**config.mk**
```make
export PLATFORM = sky130hd
export DESIGN_NAME = aac_row_lane
export DESIGN_NICKNAME = d
export VERILOG_FILES = /design/src/rtl/core/aac_pkg.sv /design/src/rtl/core/aac_row_lane.sv
export SDC_FILE = /design/constraint.sdc
export NUM_CORES = 2
export LEC_CHECK = 0
export ABC_AREA = 1
export BUFFER_PORTS_ARGS = -buffer_cell sky130_fd_sc_hd__buf_2
export CORE_ASPECT_RATIO = 1.4
export CORE_MARGIN = 3
export CORE_UTILIZATION = 35
export DETAILED_ROUTE_END_ITERATION = 8
export GPL_TIMING_DRIVEN = 0
export PLACE_DENSITY = 0.49
export SYNTH_ARGS = -nofsm -noshare
export SYNTH_HDL_FRONTEND = slang
export SYNTH_SLANG_ARGS = --single-unit
```
**constraint.sdc**
```tcl
create_clock -name clk -period 8.39 [get_ports clk]
set_input_delay 0.4195 -clock clk [delete_from_list [all_inputs] [get_ports clk]]
set_output_delay 0.4195 -clock clk [all_outputs]
set_load 0.01 [all_outputs]
```
**src/rtl/core/aac_pkg.sv**
```systemverilog
// Shared types and constants for the averaged affine axis correction block.
// Used by the channel interfaces, the accumulator, the row lanes and the top level.
// No dependencies.
package aac_pkg;

  // Field widths
  localparam int RAW_W     = 16;
  localparam int CEN_W     = 17;
  localparam int COEF_W    = 16;
  localparam int PROD_W    = 33;
  localparam int ROWSUM_W  = 35;
  localparam int OUT_W     = 22;
  localparam int FRAC_BITS = 12;
  localparam int CFG_W     = 48;
  localparam int CFG_IDX_W = 2;

  // Register indexes
  localparam logic [CFG_IDX_W-1:0] REG_ROW0    = 2'd0;
  localparam logic [CFG_IDX_W-1:0] REG_ROW1    = 2'd1;
  localparam logic [CFG_IDX_W-1:0] REG_ROW2    = 2'd2;
  localparam logic [CFG_IDX_W-1:0] REG_OFFSETS = 2'd3;

  // Register reset values: identity matrix in Q4.12, zero offsets
  localparam logic [CFG_W-1:0] ROW0_RESET    = 48'h0000_0000_1000;
  localparam logic [CFG_W-1:0] ROW1_RESET    = 48'h0000_1000_0000;
  localparam logic [CFG_W-1:0] ROW2_RESET    = 48'h1000_0000_0000;
  localparam logic [CFG_W-1:0] OFFSETS_RESET = 48'h0000_0000_0000;

  typedef logic signed [RAW_W-1:0] raw_t;
  typedef logic signed [CEN_W-1:0] centered_t;
  typedef logic signed [OUT_W-1:0] corrected_t;

  // Mean minus offset, one element per axis
  typedef struct packed {
    centered_t x;
    centered_t y;
    centered_t z;
  } centered_vec_t;

  // Stage load strobes from the top level to each row lane
  typedef struct packed {
    logic prod_load;
    logic sum_load;
  } lane_ctrl_t;

endpackage

```
**src/rtl/core/aac_row_lane.sv**
```systemverilog
// One matrix row: three registered Q4.12 products, then row sum shifted right 12.
// Depends on aac_pkg.
module aac_row_lane (
  input  logic                       clk,
  input  aac_pkg::lane_ctrl_t        ctrl,
  input  logic [aac_pkg::CFG_W-1:0]  coeffs,
  input  aac_pkg::centered_vec_t     centered,
  output aac_pkg::corrected_t        result
);

  logic signed [aac_pkg::COEF_W-1:0]   coef0, coef1, coef2;
  logic signed [aac_pkg::PROD_W-1:0]   prod0, prod1, prod2;
  logic signed [aac_pkg::ROWSUM_W-1:0] row_sum;

  assign coef0 = coeffs[15:0];
  assign coef1 = coeffs[31:16];
  assign coef2 = coeffs[47:32];

  // Products, one per column
  always_ff @(posedge clk) begin
    if (ctrl.prod_load) begin
      prod0 <= aac_pkg::PROD_W'(coef0) * aac_pkg::PROD_W'(centered.x);
      prod1 <= aac_pkg::PROD_W'(coef1) * aac_pkg::PROD_W'(centered.y);
      prod2 <= aac_pkg::PROD_W'(coef2) * aac_pkg::PROD_W'(centered.z);
    end
  end

  assign row_sum = {{2{prod0[aac_pkg::PROD_W-1]}}, prod0}
                 + {{2{prod1[aac_pkg::PROD_W-1]}}, prod1}
                 + {{2{prod2[aac_pkg::PROD_W-1]}}, prod2};

  // Floor shift by the fraction bits, keep the result width
  always_ff @(posedge clk) begin
    if (ctrl.sum_load) begin
      result <= row_sum[aac_pkg::FRAC_BITS +: aac_pkg::OUT_W];
    end
  end

endmodule

```
==> flow_metrics.tcl <==
set metrics [dict create \
    outcome "completed" \
    cp.arrival_ns 6.95 \
    cts_buffer_depth 2 \
    row_count 146 \
    min_period_over_period 0.799 \
    cp-startpoint "coeffs[21]" \
    ys_seq_area_frac 0.0907 \
    grt_usage 0.207 \
    pin_count 124 \
    cts_tree "done" \
    ys.flop_type "edfxtp_1" \
    htreeDepth 4 \
    ys_seq_elements 121 \
    drtAntennaViolNets 0 \
    period_needed_ns 6.70 \
    syn_area_um2 40100 \
    wirelength_um 119000 \
    crit_family "adder cells" \
    die_w_um 292 \
    r2r_slack_ns 5.61 \
    synthArstFlopShare 0 \
    finalHoldViolations 0 \
    endpoint_kind "flip-flop" \
    syn_avg_cell_area_um2 7.84 \
    hpwl_um 106000 \
    path_clk_slew_ns 0.06 \
    drt_iter0_drc 1481 \
    area_growth_pct 6.67 \
    grt_max_degree 57 \
    maxCapViolCount 0 \
    worstReg2RegEnd "result[16]" \
    postCtsHoldBufs 0 \
    ys_types 38 \
    gp_congestion 0.894 \
    worstSetupStartpointType "input pin" \
    grt_pass1_vias 33231 \
    timing.reg2reg.worst_path_depth 10 \
    path_cells "clkbuf_1 > clkbuf_1 > nand2_1 > fa_1 > inv_1 > fa_1 > fa_1 > fa_1 > fa_1 > inv_1 > fa_1 > inv_1 > ha_1 > nand2_1 > nor2_1 > inv_1 > nor2_1 > nand3_1 > nand3_1 > xor2_1" \
    design.die.area_um2 119000 \
    vias 30691 \
    grt_antenna_before_repair 1 \
    dr.pass1.iters 5 \
    max_freq_mhz 149 \
    clock_sinks 121 \
    cp.required_ns 8.64 \
    vias_per_cell 4.61 \
    port_buffers 45 \
    n_antenna_cell 0 \
    grt_pass1_wl_um 187000 \
    worst_slew_pin_slew_ns 0.892 \
    cts_buffers 17 \
    synth_edf_count 121 \
    yosys_warnings 0 \
    fin_cells 6664 \
    core_um2 113000 \
    critPathMaxFanout 10 \
    fin_skew_ns 0.00714 \
    worst_path_max_delay_cell "fa_1" \
    crit_buf_inv 6 \
    dp.cells 6632 \
    max_stage_delay_ns 0.79 \
    criticalPathCategory "input pin to flip-flop" \
    setup_viol 0 \
    endpoint "prod1[24]" \
    syn_nets 6352 \
    crit_path_frequent_cell "fa_1" \
    grt_overflow 0 \
    start_util 0.353 \
    tns_ns 0 \
    min_path_type "input pin to flip-flop" \
    r2r_start "prod0[19]" \
    layout_common_cells "1528 x inv_1, 1421 x nand2_1, 860 x fa_1" \
    num-nets-final 6417 \
    cts_resized 0 \
    relSlewSlack 0.406 \
    post_cts_buffers 0 \
    wl_per_cell_um 17.9 \
    maxSlewViolCount 0 \
    crit_cells 20 \
    syn_inst 5106 \
    drc_errors 0 \
    fp.dieH_um 406 \
    drive_gt1_frac 0.0237 \
    final_common_cell "inv_1" \
    rsz0062_at_grt "no" \
    cts-root-buf "clkbuf_16" \
    clkLatencyLatePin_ns 0.44 \
]
[through the flow]
step / hold WS [ns] / utilization / setup WS [ns] / cell area [um2]
2_1_floorplan: 0.532 / - / 2.71 / 40100
3_3_place_gp: 0.834 / 0.371 / 1.22 / 42100
3_5_place_dp: 0.830 / 0.372 / 1.30 / 42200
4_1_cts: 0.441 / 0.377 / 1.71 / 42700
5_1_grt: 0.494 / 0.377 / 1.43 / 42700
6_report: 0.457 / 0.377 / 1.69 / 42700
[cell families (layout without fill, tap and decap cells)]
family	count (synthesis)	in the layout	synth area share
fa+ha+maj	1144	1144	0.519
compound gates	233	233	0.0318
flops	121	121	0.0907
xor+xnor	73	73	0.0160
buf+inv	1708	1786	0.160
simple gates	1827	1827	0.183
[how the worst min path moves through the flow]
stage | start | end | slack, ns | cells after the start
finish | centered[34] | prod0[0] | 0.46 | 3
global route | centered[17] | prod1[0] | 0.49 | 3
CTS | centered[34] | prod0[0] | 0.44 | 3
detailed placement | result[18] | result[18] | 0.83 | 1
global placement | result[9] | result[9] | 0.83 | 1
floorplan | ctrl[1] | prod0[0] | 0.53 | 0
[area by class of cell]
cell class	instances	area [um2]
fillers	12017	70700
multi-input cells	3277	30000
inverters	1531	5750
flip-flops and latches	121	3630
well taps	1480	1850
plain buffers	177	664
clock buffers	17	425
repair buffers	46	255
clock inverters	15	140
[synthesized netlist by cell type, drive strengths merged (5+ instances only)]
master / instances / area (um2)
inv: 1531 / 5750
nand2: 1435 / 5420
fa: 860 / 17200
ha: 284 / 3550
nor2: 177 / 684
clkbuf: 176 / 661
a21oi: 131 / 667
edfxtp: 121 / 3630
nand3: 117 / 596
o21ai: 64 / 320
xor2: 57 / 499
nand4: 36 / 225
nor3: 31 / 171
o21bai: 19 / 143
xnor2: 16 / 140
or2: 15 / 93.8
a21o: 9 / 67.6
nand3b: 8 / 60.1
a21boi: 5 / 41.3
[flip-flops by register name (all words and copies together) (netlist names)]
| signal | cells |
|---|---|
| result | 22 |
| prod1 | 33 |
| prod2 | 33 |
| prod0 | 33 |
[layer usage]
layer / GRT usage / routed length (um) / vias up
li1: - / - / 14683
met1: 0.221 / 43200 / 15220
met2: 0.419 / 67900 / 575
met3: 0.00895 / 2480 / 213
met4: 0.0864 / 5690 / 0
met5: 0 / 0 / -
[worst min-delay path: stages]
cell     delay, ns
buf_2         0.20
nand2_1       0.11
inv_1         0.06
Power is left out: the tool's default activity adds up to more than one toggle a clock period on the data nets, which glitch-free logic cannot reach.
