**src/rtl/core/aac_pkg.sv**
```systemverilog
// Shared types and constants for the averaged affine axis correction block.
// Used by the channel interfaces, the accumulator, the row lanes and the top level.
// No dependencies.
package aac_pkg;

  // Field widths
  localparam int RAW_W     = 16;
  localparam int CEN_W     = 17;
  localparam int COEF_W    = 16;
  localparam int PROD_W    = 33;
  localparam int ROWSUM_W  = 35;
  localparam int OUT_W     = 22;
  localparam int FRAC_BITS = 12;
  localparam int CFG_W     = 48;
  localparam int CFG_IDX_W = 2;

  // Register indexes
  localparam logic [CFG_IDX_W-1:0] REG_ROW0    = 2'd0;
  localparam logic [CFG_IDX_W-1:0] REG_ROW1    = 2'd1;
  localparam logic [CFG_IDX_W-1:0] REG_ROW2    = 2'd2;
  localparam logic [CFG_IDX_W-1:0] REG_OFFSETS = 2'd3;

  // Register reset values: identity matrix in Q4.12, zero offsets
  localparam logic [CFG_W-1:0] ROW0_RESET    = 48'h0000_0000_1000;
  localparam logic [CFG_W-1:0] ROW1_RESET    = 48'h0000_1000_0000;
  localparam logic [CFG_W-1:0] ROW2_RESET    = 48'h1000_0000_0000;
  localparam logic [CFG_W-1:0] OFFSETS_RESET = 48'h0000_0000_0000;

  typedef logic signed [RAW_W-1:0] raw_t;
  typedef logic signed [CEN_W-1:0] centered_t;
  typedef logic signed [OUT_W-1:0] corrected_t;

  // Mean minus offset, one element per axis
  typedef struct packed {
    centered_t x;
    centered_t y;
    centered_t z;
  } centered_vec_t;

  // Stage load strobes from the top level to each row lane
  typedef struct packed {
    logic prod_load;
    logic sum_load;
  } lane_ctrl_t;

endpackage

```
**src/rtl/core/aac_channels.sv**
```systemverilog
// Valid/ready channel interfaces for raw samples and corrected vectors.
// Depends on aac_pkg for the field types.
interface aac_sample_if;
  logic          valid;
  logic          ready;
  aac_pkg::raw_t raw_x;
  aac_pkg::raw_t raw_y;
  aac_pkg::raw_t raw_z;

  modport source (output valid, output raw_x, output raw_y, output raw_z, input ready);
  modport sink (input valid, input raw_x, input raw_y, input raw_z, output ready);
endinterface


```
**src/rtl/core/aac_accum.sv**
```systemverilog
// Window accumulator: sums samples per axis, takes the floor mean at window end
// and registers mean minus offset. Depends on aac_pkg and aac_sample_if.
module aac_accum #(
  parameter int AVG_SHIFT = 3
) (
  input  logic                        clk,
  input  logic                        rst,
  aac_sample_if.sink                  samples,
  input  logic [aac_pkg::CFG_W-1:0]   offsets,
  input  logic                        next_free,
  output aac_pkg::centered_vec_t      centered,
  output logic                        centered_valid
);

  localparam int SUM_W = aac_pkg::RAW_W + AVG_SHIFT;
  localparam int CNT_W = (AVG_SHIFT > 0) ? AVG_SHIFT : 1;
  localparam logic [CNT_W-1:0] LAST = CNT_W'((1 << AVG_SHIFT) - 1);

  logic signed [SUM_W-1:0] sum_x, sum_y, sum_z;
  logic signed [SUM_W-1:0] sum_x_next, sum_y_next, sum_z_next;
  logic [CNT_W-1:0]        samples_taken;
  aac_pkg::raw_t           mean_x, mean_y, mean_z;
  aac_pkg::raw_t           off_x, off_y, off_z;
  logic                    take;
  logic                    closing;

  // Accept whenever the centered register is empty or moving on
  assign samples.ready = !centered_valid || next_free;
  assign take          = samples.valid && samples.ready;
  assign closing       = (samples_taken == LAST);

  // Running sums including the item at the port
  assign sum_x_next = sum_x + SUM_W'(samples.raw_x);
  assign sum_y_next = sum_y + SUM_W'(samples.raw_y);
  assign sum_z_next = sum_z + SUM_W'(samples.raw_z);

  // Floor mean by arithmetic shift
  assign mean_x = aac_pkg::RAW_W'(sum_x_next >>> AVG_SHIFT);
  assign mean_y = aac_pkg::RAW_W'(sum_y_next >>> AVG_SHIFT);
  assign mean_z = aac_pkg::RAW_W'(sum_z_next >>> AVG_SHIFT);

  assign off_x = offsets[15:0];
  assign off_y = offsets[31:16];
  assign off_z = offsets[47:32];

  // Advance the window count and sums; clear them when the window closes
  always_ff @(posedge clk) begin
    if (rst) begin
      sum_x         <= '0;
      sum_y         <= '0;
      sum_z         <= '0;
      samples_taken <= '0;
    end else if (take) begin
      if (closing) begin
        sum_x         <= '0;
        sum_y         <= '0;
        sum_z         <= '0;
        samples_taken <= '0;
      end else begin
        sum_x         <= sum_x_next;
        sum_y         <= sum_y_next;
        sum_z         <= sum_z_next;
        samples_taken <= samples_taken + CNT_W'(1);
      end
    end
  end

  // Hold the centered vector until the lanes take it
  always_ff @(posedge clk) begin
    if (rst) begin
      centered_valid <= 1'b0;
    end else if (take && closing) begin
      centered_valid <= 1'b1;
    end else if (next_free) begin
      centered_valid <= 1'b0;
    end
  end

  always_ff @(posedge clk) begin
    if (take && closing) begin
      centered.x <= {mean_x[15], mean_x} - {off_x[15], off_x};
      centered.y <= {mean_y[15], mean_y} - {off_y[15], off_y};
      centered.z <= {mean_z[15], mean_z} - {off_z[15], off_z};
    end
  end

endmodule

```
**src/flat_wrapper.sv**
```systemverilog
// flat-port wrapper written by rule: the top's interface ports become plain ports
module aac_accum_flat 
#(
  parameter int AVG_SHIFT = 3
)
  (clk, rst, offsets, next_free, centered, centered_valid, samples_valid, samples_raw_x, samples_raw_y, samples_raw_z, samples_ready);
  aac_sample_if samples_i ();
  input  logic clk;
  input  logic rst;
  input  logic [aac_pkg::CFG_W-1:0] offsets;
  input  logic next_free;
  output aac_pkg::centered_vec_t centered;
  output logic centered_valid;
  input wire logic [$bits(samples_i.valid)-1:0] samples_valid;
  input wire logic [$bits(samples_i.raw_x)-1:0] samples_raw_x;
  input wire logic [$bits(samples_i.raw_y)-1:0] samples_raw_y;
  input wire logic [$bits(samples_i.raw_z)-1:0] samples_raw_z;
  output wire logic [$bits(samples_i.ready)-1:0] samples_ready;
  assign samples_i.valid = samples_valid;
  assign samples_i.raw_x = samples_raw_x;
  assign samples_i.raw_y = samples_raw_y;
  assign samples_i.raw_z = samples_raw_z;
  assign samples_ready = samples_i.ready;
  aac_accum #(.AVG_SHIFT(AVG_SHIFT)) u_core (.clk(clk), .rst(rst), .samples(samples_i), .offsets(offsets), .next_free(next_free), .centered(centered), .centered_valid(centered_valid));
endmodule
```
**config.mk**
```make
export PLATFORM = sky130hd
export DESIGN_NAME = aac_accum_flat
export DESIGN_NICKNAME = d
export VERILOG_FILES = /design/src/rtl/core/aac_pkg.sv /design/src/rtl/core/aac_channels.sv /design/src/rtl/core/aac_accum.sv /design/src/flat_wrapper.sv
export SDC_FILE = /design/constraint.sdc
export NUM_CORES = 1
export LEC_CHECK = 0
export BUFFER_PORTS_ARGS = -buffer_cell sky130_fd_sc_hd__buf_2
export CAP_MARGIN = 0
export CORE_MARGIN = 2
export CORE_UTILIZATION = 50
export DETAILED_ROUTE_END_ITERATION = 10
export GPL_ROUTABILITY_DRIVEN = 0
export PLACE_DENSITY = 0.75
export SETUP_SLACK_MARGIN = 0.02
export SYNTH_ARGS = -nofsm -noshare
export SYNTH_HDL_FRONTEND = slang
export SYNTH_SLANG_ARGS = --single-unit
```
**constraint.sdc**
```tcl
create_clock -name clk -period 3.78 [get_ports clk]
set_input_delay 0.378 -clock clk [delete_from_list [all_inputs] [get_ports clk]]
set_output_delay 0.378 -clock clk [all_outputs]
set_load 0.02 [all_outputs]
```
==> metrics.csv <==
stage,metric,value,unit
global_route,overflow,0,
timing,hold_violations,0,
final_layout,layout_commonest_cell,buf_2,
critical_path,cp-start-kind,register,
yosys,synth_top_area_share,18.3,%
floorplan,die_area,17800,µm²
yosys,seq_area_frac_synth,32.9,%
global_route,grtUsageMet3,2.89,%
final_layout,final_core_util,67.5,%
timing,rsz0062_at_grt,yes,
timing,holdWs,0.363,ns
critical_path,worstPathRequired,3.89,ns
final_layout,mostFrequentLayoutCells,"152 x buf_2, 123 x buf_4, 96 x ha_1",
place,hpwl,15500,µm
place,place_inst,1375,
yosys,ys_types,71,
place,dpl-instance-area,10200,µm²
floorplan,ios,153,
power_and_ir_drop,power.density,557,nW/µm²
yosys,syn_avg_cell_area,9.17,µm²
global_route,grtUsageTotal,22.6,%
clocking,root_buffer,clkbuf_16,
final_layout,multi_input_area,5680,µm²
clocking,cts_tree,done,
clocking,hold_buffers,0,
timing,timing.final.crit_period,3.82,ns
power_and_ir_drop,p_int,3.94,mW
worst_hold_path,hold_path.class,in2reg,
yosys,synth_area_leaders,"edfxtp_1 18%, ha_1 16%, dfxtp_1 15%",
yosys,synth_edf_count,51,
global_route,grt_pass1_wl,33200,µm
timing,max_freq,262,MHz
status,outcome,"complete, but fails checks",
timing,setup_ws,-0.0381,ns
detailed_routing,firstDrtPassIters,5,
final_layout,final_cells,1411,
detailed_routing,vias,7606,
final_layout,regArea,2760,µm²
clocking,cts_htree_levels,3,
place,io_buffers,152,
floorplan,fp-row-count,47,
timing,setup_tns,-0.0518,ns
timing,maxSlewViolCount,0,
global_route,globalRouteMet2Util,39.0,%
power_and_ir_drop,combPwrFrac,57.4,%
floorplan,die_y,133,µm
clocking,cts.path.max_buffers,2,
final_layout,fin_nets,1395,
clocking,clk_latency,0.36,ns
yosys,synth_top_flop_cell,dfxtp_1,
power_and_ir_drop,seq_power_share,25.0,%
final_layout,fin_area,11100,µm²
yosys,synth_cells,913,
detailed_routing,routed_via_density,5.39,
global_route,grt_antenna_before_repair,2,
critical_path,worstPathMaxFanout,4,
power_and_ir_drop,power.leakage,5.27,nW
yosys,syn_area,8370,µm²
detailed_routing,ant_nets,0,
final_layout,area_delta_synth_final,32.6,%
run,drv_cap,0,
critical_path,arrival,3.93,ns
power_and_ir_drop,ir_drop,0.000264,V
power_and_ir_drop,p_clk_share,17.6,%
power_and_ir_drop,switching_share,36.3,%
timing,max-slew-margin-rel,53.5,%
timing,clock_skew,0.00856,ns
yosys,yosys.area.top_type,edfxtp_1,
yosys,yosysWarnings,0,
clocking,cts_sinks,112,
floorplan,die_w,133,µm
status,failed_checks,negative setup slack,
yosys,synth_seq_cells,112,
detailed_routing,wl_per_cell,14.6,µm
critical_path,end_kind,register,
clocking,cts_made_buffers,9,
global_route,grt_start_max_net_pins,35,
detailed_routing,drc,0,
critical_path,setup.worst_path.class,reg2reg,
floorplan,start_util,50.9,%
final_layout,n_fill_cell,1345,
detailed_routing,initialDrtViolationCount,420,
global_route,busiest_layer,met2,
yosys,syn_nets,1123,
timing,tightest_slew,0.697,ns
yosys,async_flop_share,0,%
timing,setup_violations,2,
final_layout,drive_above_1_share,32.9,%
global_route,grt_pass1_vias,7448,
timing,finalCritPeriodShare,101,%
power_and_ir_drop,netSwitchingPower,2.25,mW
detailed_routing,wl,20600,µm
global_route,use_met1,29.4,%
floorplan,core-area,16500,µm²
clocking,clk_pin_slew,0.07,ns
[cells in the mapped netlist (15+ instances only)]
cell type and instances:
ha_1 104, nor2_1 84, xor2_1 19, a21o_1 27, inv_1 85, xnor2_1 57, dfxtp_1 61, clkbuf_1 17
nand2_1 44, a22oi_1 15, edfxtp_1 51, o21ai_1 20, o21ai_0 17, a22o_1 27, a21oi_1 73, o21a_1 16
[sequential cells by signal, indices dropped and copies added (netlist names)]
register,cells
u_core.sum_x,19
u_core.sum_z,19
u_core.samples_taken,3
u_core.centered,51
u_core.sum_y,19
u_core.centered_valid,1
[power by group through the flow]
stage	registers, mW	clock network [mW]	logic, mW
5_1_grt	1.56	1.15	3.93
4_1_cts	1.55	1.11	3.20
3_5_place_dp	1.57	0	3.16
3_3_place_gp	1.57	0	3.07
6_report	1.55	1.09	3.55
2_1_floorplan	1.56	0	2.16
[worst paths after layout]
kind | start | end | slack [ns] | cells after the start
worst max-delay path | u_core.sum_y[0] | u_core.centered[31] | -0.04 | 20
worst min-delay path | next_free | u_core.centered_valid | 0.36 | 3
worst max register to register | u_core.sum_y[0] | u_core.centered[31] | -0.04 | 20
worst min register to register | u_core.samples_taken[2] | u_core.samples_taken[2] | 0.47 | 2
[area by class of cell]
class	count	area share (%)
multi-input combinational	697	51.2
clock buffer	11	2.29
clock inverter	5	0.687
sequential	112	24.8
timing repair buffer	280	15.7
antenna	1	0.0225
tap	220	2.48
inverter	85	2.87
[per-stage QoR]
step                      power [mW]  worst slack, ns
after detailed placement        4.73           -0.318
final                           6.19          -0.0381
after floorplan                 3.72          -0.0228
after global routing            6.63           -0.271
after CTS                       5.86          -0.0512
after global placement          4.65           -0.217
[what timing repair did]
action                                  4_1_cts  5_1_grt
resized for setup                             6       84
pin swaps                                     9       51
endpoints found under the setup margin        5       19
gates cloned                                  0        0
setup buffers                                 3       16
[kinds of logic (layout without fill, tap and decap cells)]
| group | count (synthesis) | after routing | share of synthesized area [%] |
|---|---|---|---|
| other | 0 | 1 | 0 |
| multiplexers | 6 | 6 | 0.732 |
| XOR/XNOR | 76 | 76 | 7.95 |
| buffers and inverters | 104 | 381 | 4.68 |
| AO/OA/AOI/OAI | 291 | 291 | 24.6 |
| adder cells (fa/ha/maj) | 110 | 110 | 17.0 |
| flip-flops | 112 | 112 | 32.9 |
| AND/OR/NAND/NOR | 214 | 214 | 12.2 |
[metal layers]
metal  vias to the layer above  share of wire, %
li1                       3889                 -
met1                      3516                46
met2                       168                48
met3                        31               3.8
met4                         2               2.1
met5                         -             0.068
[critical path, stage by stage, from the launching register on]
cell and delay, ns:
dfxtp_2 0.34, ha_4 0.15, inv_2 0.05, fa_2 0.21, nor2b_2 0.05, o31a_1 0.27, o31a_1 0.31, a21oi_2 0.16
nor2b_1 0.06, nor2_1 0.12, mux2i_1 0.24, nand2b_4 0.17, ha_4 0.20, nand2_2 0.06, nand2b_1 0.07, a21oi_2 0.17
o21bai_1 0.10, or4_4 0.43, a31o_1 0.21, a21oi_2 0.15, xnor2_1 0.07
No activity file was read; power rests on OpenSTA's default activity.
